==> config.mk <==
export PLATFORM = sky130hd
export DESIGN_NAME = rc4_stream_cipher
export DESIGN_NICKNAME = d
export VERILOG_FILES = /design/src/rtl/rc4_pkg.sv /design/src/rtl/rc4_ram.sv /design/src/rtl/rc4_add.sv /design/src/rtl/rc4_stream_cipher.sv
export SDC_FILE = /design/constraint.sdc
export NUM_CORES = 2
export LEC_CHECK = 0
export BUFFER_PORTS_ARGS = -buffer_cell sky130_fd_sc_hd__buf_2
export CAP_MARGIN = 20
export CORE_MARGIN = 4
export CORE_UTILIZATION = 40
export CTS_BUF_LIST = sky130_fd_sc_hd__clkbuf_8 sky130_fd_sc_hd__clkbuf_16
export CTS_CLUSTER_DIAMETER = 200
export DETAILED_ROUTE_END_ITERATION = 8
export PLACE_DENSITY = 0.56
export SLEW_MARGIN = 10
export SYNTH_ARGS = -nofsm -noshare
export SYNTH_HDL_FRONTEND = slang
export SYNTH_SLANG_ARGS = --single-unit
==> constraint.sdc <==
create_clock -name clk -period 15.2 [get_ports clk]
set_input_delay 1.52 -clock clk [delete_from_list [all_inputs] [get_ports clk]]
set_output_delay 1.52 -clock clk [all_outputs]
set_load 0.01 [all_outputs]
==> src/rtl/rc4_pkg.sv <==
package rc4_pkg;

	localparam int SBOX_DEPTH = 256;
	localparam int BYTE_W     = 8;
	localparam int KEY_CNT_W  = 9;
	localparam logic [KEY_CNT_W-1:0] KEY_MAX = 9'd256;

	localparam logic OP_KEY  = 1'b0;
	localparam logic OP_DATA = 1'b1;

	localparam logic STATUS_OK     = 1'b0;
	localparam logic STATUS_NO_KEY = 1'b1;

	typedef struct packed {
		logic              opcode;
		logic [BYTE_W-1:0] byte_value;
		logic              key_last;
	} rc4_in_t;

	typedef struct packed {
		logic [BYTE_W-1:0] out_byte;
		logic [BYTE_W-1:0] keystream_byte;
		logic              status;
	} rc4_out_t;

	typedef enum logic [3:0] {
		ST_IDLE,
		ST_INIT,
		ST_KS_RD,
		ST_KS_J,
		ST_KS_W1,
		ST_KS_W2,
		ST_G_J,
		ST_G_W1,
		ST_G_W2,
		ST_G_OUT
	} rc4_state_t;

endpackage

==> src/rtl/rc4_ram.sv <==
module rc4_ram #(
	parameter int WIDTH = 8,
	parameter int DEPTH = 256
) (
	input  logic                     clk,
	input  logic                     we,
	input  logic [$clog2(DEPTH)-1:0] waddr,
	input  logic [WIDTH-1:0]         wdata,
	input  logic [$clog2(DEPTH)-1:0] raddr,
	output logic [WIDTH-1:0]         rdata
);

	logic [WIDTH-1:0] mem [DEPTH];

	always_ff @(posedge clk) begin
		if (we) begin
			mem[waddr] <= wdata;
		end
	end

	// write-first: a read of the address being written returns the new data
	always_ff @(posedge clk) begin
		if (we && (waddr == raddr)) begin
			rdata <= wdata;
		end else begin
			rdata <= mem[raddr];
		end
	end

endmodule

==> src/rtl/rc4_add.sv <==
module rc4_add (
	input  logic [rc4_pkg::BYTE_W-1:0] a,
	input  logic [rc4_pkg::BYTE_W-1:0] b,
	input  logic [rc4_pkg::BYTE_W-1:0] c,
	output logic [rc4_pkg::BYTE_W-1:0] sum
);

	import rc4_pkg::*;

	// modulo-256 three-operand add
	assign sum = BYTE_W'(a + b + c);

endmodule

==> src/rtl/rc4_stream_cipher.sv <==
// RC4 stream cipher. Each input beat carries either a key byte (opcode 0) or
// a data byte (opcode 1). Key bytes are stored in a 256-entry key RAM; bytes
// past KEY_MAX are dropped. A key byte with key_last set starts the key
// schedule, which fills the S-box RAM with the identity and then runs 256
// swap steps, each through ST_KS_RD, ST_KS_J, ST_KS_W1 and ST_KS_W2, with the
// input not ready. The generator indices are cleared at its end. A data byte
// then returns data XOR keystream plus the keystream byte by way of ST_G_J,
// ST_G_W1, ST_G_W2 and ST_G_OUT: the S-box RAM has one read and one write
// port, and each keystream step needs three dependent reads and two writes,
// all through one shared 8-bit adder. A key byte gives no result beat. A data
// byte that arrives before any key schedule has finished comes back unchanged
// with keystream 0 and status 1. The S-box of an old key stays in use until a
// new key's last byte arrives. A finished result waits in an output register;
// a new beat is taken in the idle state once that register is free or being
// emptied. The RAMs need no clearing pass after reset.
module rc4_stream_cipher (
	input  logic              clk,
	input  logic              arst_n,
	input  logic              in_valid,
	output logic              in_ready,
	input  rc4_pkg::rc4_in_t  in_data,
	output logic              out_valid,
	input  logic              out_ready,
	output rc4_pkg::rc4_out_t out_data
);

	import rc4_pkg::*;

	rc4_state_t state_q, state_d;

	logic [KEY_CNT_W-1:0] key_count_q;
	logic                 key_ready_q;
	logic [BYTE_W-1:0]    i_q, j_q, k_q, kidx_q;
	logic [BYTE_W-1:0]    si_q, sj_q, data_q;
	logic                 out_valid_q;
	rc4_out_t             out_q;

	// S-box and key RAM ports
	logic              s_we;
	logic [BYTE_W-1:0] s_waddr, s_wdata, s_raddr, s_rdata;
	logic              k_we;
	logic [BYTE_W-1:0] k_rdata;

	// shared adder
	logic [BYTE_W-1:0] add_a, add_b, add_c, add_sum;

	logic in_fire, out_free, out_load, kidx_wrap;

	assign in_fire   = in_valid && in_ready;
	assign out_free  = !out_valid_q || out_ready;
	assign k_we      = in_fire && (in_data.opcode == OP_KEY) && (key_count_q < KEY_MAX);
	assign kidx_wrap = ({1'b0, kidx_q} + KEY_CNT_W'(1)) == key_count_q;

	rc4_ram #(.WIDTH(BYTE_W), .DEPTH(SBOX_DEPTH)) u_sbox (
		.clk   (clk),
		.we    (s_we),
		.waddr (s_waddr),
		.wdata (s_wdata),
		.raddr (s_raddr),
		.rdata (s_rdata)
	);

	rc4_ram #(.WIDTH(BYTE_W), .DEPTH(SBOX_DEPTH)) u_key (
		.clk   (clk),
		.we    (k_we),
		.waddr (key_count_q[BYTE_W-1:0]),
		.wdata (in_data.byte_value),
		.raddr (kidx_q),
		.rdata (k_rdata)
	);

	rc4_add u_add (
		.a   (add_a),
		.b   (add_b),
		.c   (add_c),
		.sum (add_sum)
	);

	// sequencer: next state, RAM and adder control
	always_comb begin
		state_d  = state_q;
		in_ready = 1'b0;
		s_we     = 1'b0;
		s_waddr  = k_q;
		s_wdata  = k_q;
		s_raddr  = k_q;
		add_a    = i_q;
		add_b    = BYTE_W'(1);
		add_c    = '0;
		out_load = 1'b0;
		case (state_q)
			ST_IDLE: begin
				in_ready = out_free;
				// look up S[i+1] ahead of a data beat
				s_raddr  = add_sum;
				if (in_fire) begin
					if (in_data.opcode == OP_KEY) begin
						if (in_data.key_last) begin
							state_d = ST_INIT;
						end
					end else if (key_ready_q) begin
						state_d = ST_G_J;
					end else begin
						out_load = 1'b1;
					end
				end
			end
			ST_INIT: begin
				s_we = 1'b1;
				if (k_q == '1) begin
					state_d = ST_KS_RD;
				end
			end
			ST_KS_RD: begin
				state_d = ST_KS_J;
			end
			ST_KS_J: begin
				add_a   = j_q;
				add_b   = s_rdata;
				add_c   = k_rdata;
				s_raddr = add_sum;
				state_d = ST_KS_W1;
			end
			ST_KS_W1: begin
				s_we    = 1'b1;
				s_wdata = s_rdata;
				state_d = ST_KS_W2;
			end
			ST_KS_W2: begin
				s_we    = 1'b1;
				s_waddr = j_q;
				s_wdata = si_q;
				state_d = (k_q == '1) ? ST_IDLE : ST_KS_RD;
			end
			ST_G_J: begin
				add_a   = j_q;
				add_b   = s_rdata;
				s_raddr = add_sum;
				state_d = ST_G_W1;
			end
			ST_G_W1: begin
				s_we    = 1'b1;
				s_waddr = i_q;
				s_wdata = s_rdata;
				state_d = ST_G_W2;
			end
			ST_G_W2: begin
				s_we    = 1'b1;
				s_waddr = j_q;
				s_wdata = si_q;
				add_a   = si_q;
				add_b   = sj_q;
				s_raddr = add_sum;
				state_d = ST_G_OUT;
			end
			ST_G_OUT: begin
				// hold the keystream read address while the output is stalled
				add_a   = si_q;
				add_b   = sj_q;
				s_raddr = add_sum;
				if (out_free) begin
					out_load = 1'b1;
					state_d  = ST_IDLE;
				end
			end
			default: begin
				state_d = ST_IDLE;
			end
		endcase
	end

	always_ff @(posedge clk or negedge arst_n) begin
		if (!arst_n) begin
			state_q <= ST_IDLE;
		end else begin
			state_q <= state_d;
		end
	end

	// control and index registers
	always_ff @(posedge clk or negedge arst_n) begin
		if (!arst_n) begin
			key_count_q <= '0;
			key_ready_q <= 1'b0;
			i_q         <= '0;
			j_q         <= '0;
			k_q         <= '0;
			kidx_q      <= '0;
		end else begin
			case (state_q)
				ST_IDLE: begin
					if (in_fire && (in_data.opcode == OP_KEY)) begin
						if (key_count_q < KEY_MAX) begin
							key_count_q <= key_count_q + KEY_CNT_W'(1);
						end
						// keep the old key's generator running until the last byte
						if (in_data.key_last) begin
							k_q    <= '0;
							j_q    <= '0;
							kidx_q <= '0;
						end
					end else if (in_fire && key_ready_q) begin
						i_q <= add_sum;
					end
				end
				ST_INIT: begin
					k_q <= k_q + BYTE_W'(1);
				end
				ST_KS_J, ST_G_J: begin
					j_q <= add_sum;
				end
				ST_KS_W2: begin
					k_q    <= k_q + BYTE_W'(1);
					kidx_q <= kidx_wrap ? '0 : kidx_q + BYTE_W'(1);
					if (k_q == '1) begin
						// schedule done: clear generator, start a fresh key
						i_q         <= '0;
						j_q         <= '0;
						key_ready_q <= 1'b1;
						key_count_q <= '0;
					end
				end
				default: begin
				end
			endcase
		end
	end

	// datapath holding registers
	always_ff @(posedge clk) begin
		if (in_fire) begin
			data_q <= in_data.byte_value;
		end
		if ((state_q == ST_KS_J) || (state_q == ST_G_J)) begin
			si_q <= s_rdata;
		end
		if (state_q == ST_G_W1) begin
			sj_q <= s_rdata;
		end
	end

	// output register
	always_ff @(posedge clk or negedge arst_n) begin
		if (!arst_n) begin
			out_valid_q <= 1'b0;
		end else if (out_load) begin
			out_valid_q <= 1'b1;
		end else if (out_ready) begin
			out_valid_q <= 1'b0;
		end
	end

	always_ff @(posedge clk) begin
		if (out_load) begin
			if (state_q == ST_IDLE) begin
				out_q.out_byte       <= in_data.byte_value;
				out_q.keystream_byte <= '0;
				out_q.status         <= STATUS_NO_KEY;
			end else begin
				out_q.out_byte       <= data_q ^ s_rdata;
				out_q.keystream_byte <= s_rdata;
				out_q.status         <= STATUS_OK;
			end
		end
	end

	assign out_valid = out_valid_q;
	assign out_data  = out_q;

	// a last key byte always launches the schedule
	a_last_starts_sched: assert property (@(posedge clk) disable iff (!arst_n)
		in_fire && (in_data.opcode == OP_KEY) && in_data.key_last |=> state_q == ST_INIT)
		else $error("last key byte did not start the key schedule");

	// data before any key comes back on the next cycle flagged as no-key
	a_nokey_bypass: assert property (@(posedge clk) disable iff (!arst_n)
		in_fire && (in_data.opcode == OP_DATA) && !key_ready_q
		|=> out_valid && (out_data.status == STATUS_NO_KEY))
		else $error("no-key data beat not returned at once");

	// an ok status is only possible once a key has been scheduled
	a_ok_needs_key: assert property (@(posedge clk) disable iff (!arst_n)
		out_valid && (out_data.status == STATUS_OK) |-> key_ready_q)
		else $error("keystream result without a scheduled key");

	a_key_count_max: assert property (@(posedge clk) disable iff (!arst_n)
		key_count_q <= KEY_MAX)
		else $error("key count past maximum");

endmodule
==> flow_summary.yaml <==
status:
  status: "complete, no violations"
routing:
  vias: 75400
  drt_iter0_drc: 8142
  wirelength_mm: 412
  detail-route-antenna-nets: 0
  first_pass_iters: 8
  wl_per_cell_um: 31.2
  vias_per_cell: 5.72
  route.detailed.drc: 0
sta:
  setup_ws_ns: 6.73
  fin_crit_ns: 8.47
  worst_pin_slew_ns: 1.24
  rsz0062_at_grt: "false"
  timing.fmax_mhz: 118
  post-route-period-util_pct: 55.7
  drv_slew: 0
  fin_setup_tns_ns: 0
  hold_viol_final: 0
  fin_worst_skew_ns: 0.0513
  whs_ns: 0.483
  slew_headroom_pct: 17.3
  setup_violations: 0
setup_path:
  end_kind: "register"
  critPathRequiredTime_ns: 16.03
  critPathLaunchType: "register"
  crit_fanout: 78
  arrival_ns: 9.30
  crit_type: "register to register"
clock_tree:
  numCtsBuffers: 420
  clockRootBuffer: "clkbuf_16"
  hold_buffers: 0
  cts_tree: "yes"
  clock_path_buffers: 4
  cts.htree.levels: 5
  cts_resized: 0
  cts_setup_buffers: 0
  clock_latency_ns: 0.97
  clk_pin_slew_worst_paths_ns: 0.06
  clock-sinks: 4200
grt:
  grt_usage_pct: 19.5
  grt_pass1_vias: 77500
  grt_max_degree: 257
  antenna_found_initial: 18
  grt_pass1_wl_mm: 590
  overflow: 0
finish:
  fillers: 34000
  areaGrowthSynthToFinish_pct: 12.7
  drive_gt1_share_pct: 28.0
  multi_input_area_um2: 35900
  fin_nets: 7438
  stdcell_area_um2: 184000
  regArea_um2: 126000
power_and_ir_drop:
  p_leak_uw: 0.0562
  ir_drop_uv: 344
  power_density_nw_per_um2: 189
place:
  hpwl_mm: 245
  gp_congestion: 0.814
  port_buffers: 32
  place_ws_ns: 6.78
  place_area_um2: 170000
logic_synthesis:
  synth_top_area_cell: "edfxtp_1"
  yosysSeqAreaShare_pct: 77.0
  synthTopCellsByArea: "edfxtp_1, mux4_2, nor2_1"
  netlist_instances: 7172
  synthFlopType: "edfxtp_1"
  netlist_area_um2: 163000
  synth_top_cell_area_share_pct: 76.0
  ys_types: 66
  ys_ff_latch: 4200
  syn-num-nets: 7206
  synth_area_per_cell_um2: 22.8
  synth_edf_count: 4137
  ys_warn_count: 0
  async_flop_share_pct: 1.12
worst_hold_path:
  hp-class: "register to register"
floorplan:
  core_um2: 406000
  ios: 33
  rows: 234
  fp.dieH_um: 647
  fp.dieW_um: 647
  initial_core_util_pct: 40.2
  dieArea_um2: 419000
flow_run:
  cap_violations: 0
==> worst max-delay path, cell delays in order, from the launching register on <==
cell	delay [ns]
dfxtp_4	0.80
buf_4	0.79
buf_12	0.58
mux4_2	0.60
mux4_2	0.52
mux4_2	0.59
a22oi_1	0.62
nand2_1	0.40
nand2_1	0.17
nand2_1	0.09
fa_1	0.40
ha_1	0.24
fa_1	0.47
a21o_1	0.17
a21oi_1	0.25
o21bai_1	0.10
a21oi_1	0.16
xor3_1	0.24
or4_1	0.47
and3_1	0.21
o31ai_1	0.24
==> layout by cell type, fill, tap and decap left out, drive strengths merged, types with 7 or more instances in the layout <==
cell type / instances
o21ai: 33
a22o: 19
mux2i: 45
a21o: 9
ha: 12
mux2: 11
xor2: 7
clkinvlp: 12
dfrtp: 47
nand3: 55
mux4: 1300
a21oi: 49
nand4: 11
nor2b: 29
clkbuf: 433
nand2: 170
inv: 117
a22oi: 49
dfxtp: 16
o31ai: 12
bufinv: 40
and3: 12
buf: 215
nor3: 16
xnor2: 29
nor2: 570
and2: 12
edfxtp: 4137
clkinv: 189
diode: 9
nand2b: 17
fa: 8
==> worst paths after layout <==
| path | slack (ns) | start | cells past startpoint | end |
|---|---|---|---|---|
| max in group asynchronous | 13.99 | arst_n | 2 | key_ready_q |
| worst max-delay path | 6.73 | register | 20 | j_q[7] |
| worst min register to register | 0.48 | kidx_q[1] | 0 | register |
| min in group asynchronous | 0.70 | arst_n | 2 | j_q[1] |
| worst max register to register | 6.73 | register | 20 | j_q[7] |
| worst min-delay path | 0.48 | kidx_q[1] | 0 | register |
==> through the flow <==
| step | cells | power, µW | utilization [%] |
|---|---|---|---|
| after floorplan | 7172 | 21400 | - |
| after global placement | 12400 | 24800 | 41.9 |
| after detailed placement | 12400 | 25000 | 41.9 |
| after CTS | 13200 | 35100 | 45.2 |
| after global routing | 13200 | 36000 | 45.3 |
| final | 13200 | 34800 | 45.3 |
==> where the power goes <==
part / internal, µW / switching [µW] / total, µW
Combinational: 3920 / 6090 / 10000
Sequential: 14300 / 302 / 14600
Clock: 5800 / 4390 / 10200
Total: 24000 / 10800 / 34800
==> cell usage after synthesis (16+ instances only) <==
cell type / number
a21oi_1: 48
a22o_1: 19
a22oi_1: 49
buf_1: 43
buf_2: 146
clkbuf_1: 201
dfrtp_1: 47
dfxtp_1: 16
edfxtp_1: 4137
inv_1: 21
mux2i_1: 45
mux4_2: 1300
nand2_1: 170
nand2b_1: 17
nand3_1: 55
nor2_1: 570
nor2b_1: 29
nor3_1: 16
o21ai_0: 33
xnor2_1: 29
==> kinds of logic after synthesis <==
kind of cell	synth area share, %
simple gates	2.32
xor+xnor	0.208
compound gates	0.901
mux	18.3
flops	77.0
buf+inv	1.15
fa+ha+maj	0.190
==> final cells by class <==
cell class / count / share of cell area (%)
diodes: 9 / 0.0122
clock buffers: 432 / 5.84
clock inverters: 333 / 1.50
inverters: 25 / 0.0557
multi-input cells: 2541 / 19.5
flip-flops and latches: 4200 / 68.3
well taps: 5428 / 3.69
repair buffers: 216 / 1.05
==> flip-flops by register name, summed over array words and instances, names as in the netlist, named ones only <==
register / cells
u_sbox.mem: 2048
u_key.mem: 2048
sj_q: 8
out_data: 17
key_ready_q: 1
key_count_q: 9
j_q: 8
out_valid: 1
si_q: 8
data_q: 8
i_q: 8
kidx_q: 8
k_q: 8
state_q: 4
==> routing by layer <==
layer / up-vias / share of wire [%] / track usage [%]
li1: 30800 / - / -
met1: 41100 / 40 / 26.6
met2: 2766 / 50 / 32.8
met3: 664 / 5.9 / 2.66
met4: 6 / 3.3 / 5.82
met5: - / 0.011 / 0
Note: power is estimated with default switching activity, not from simulation.
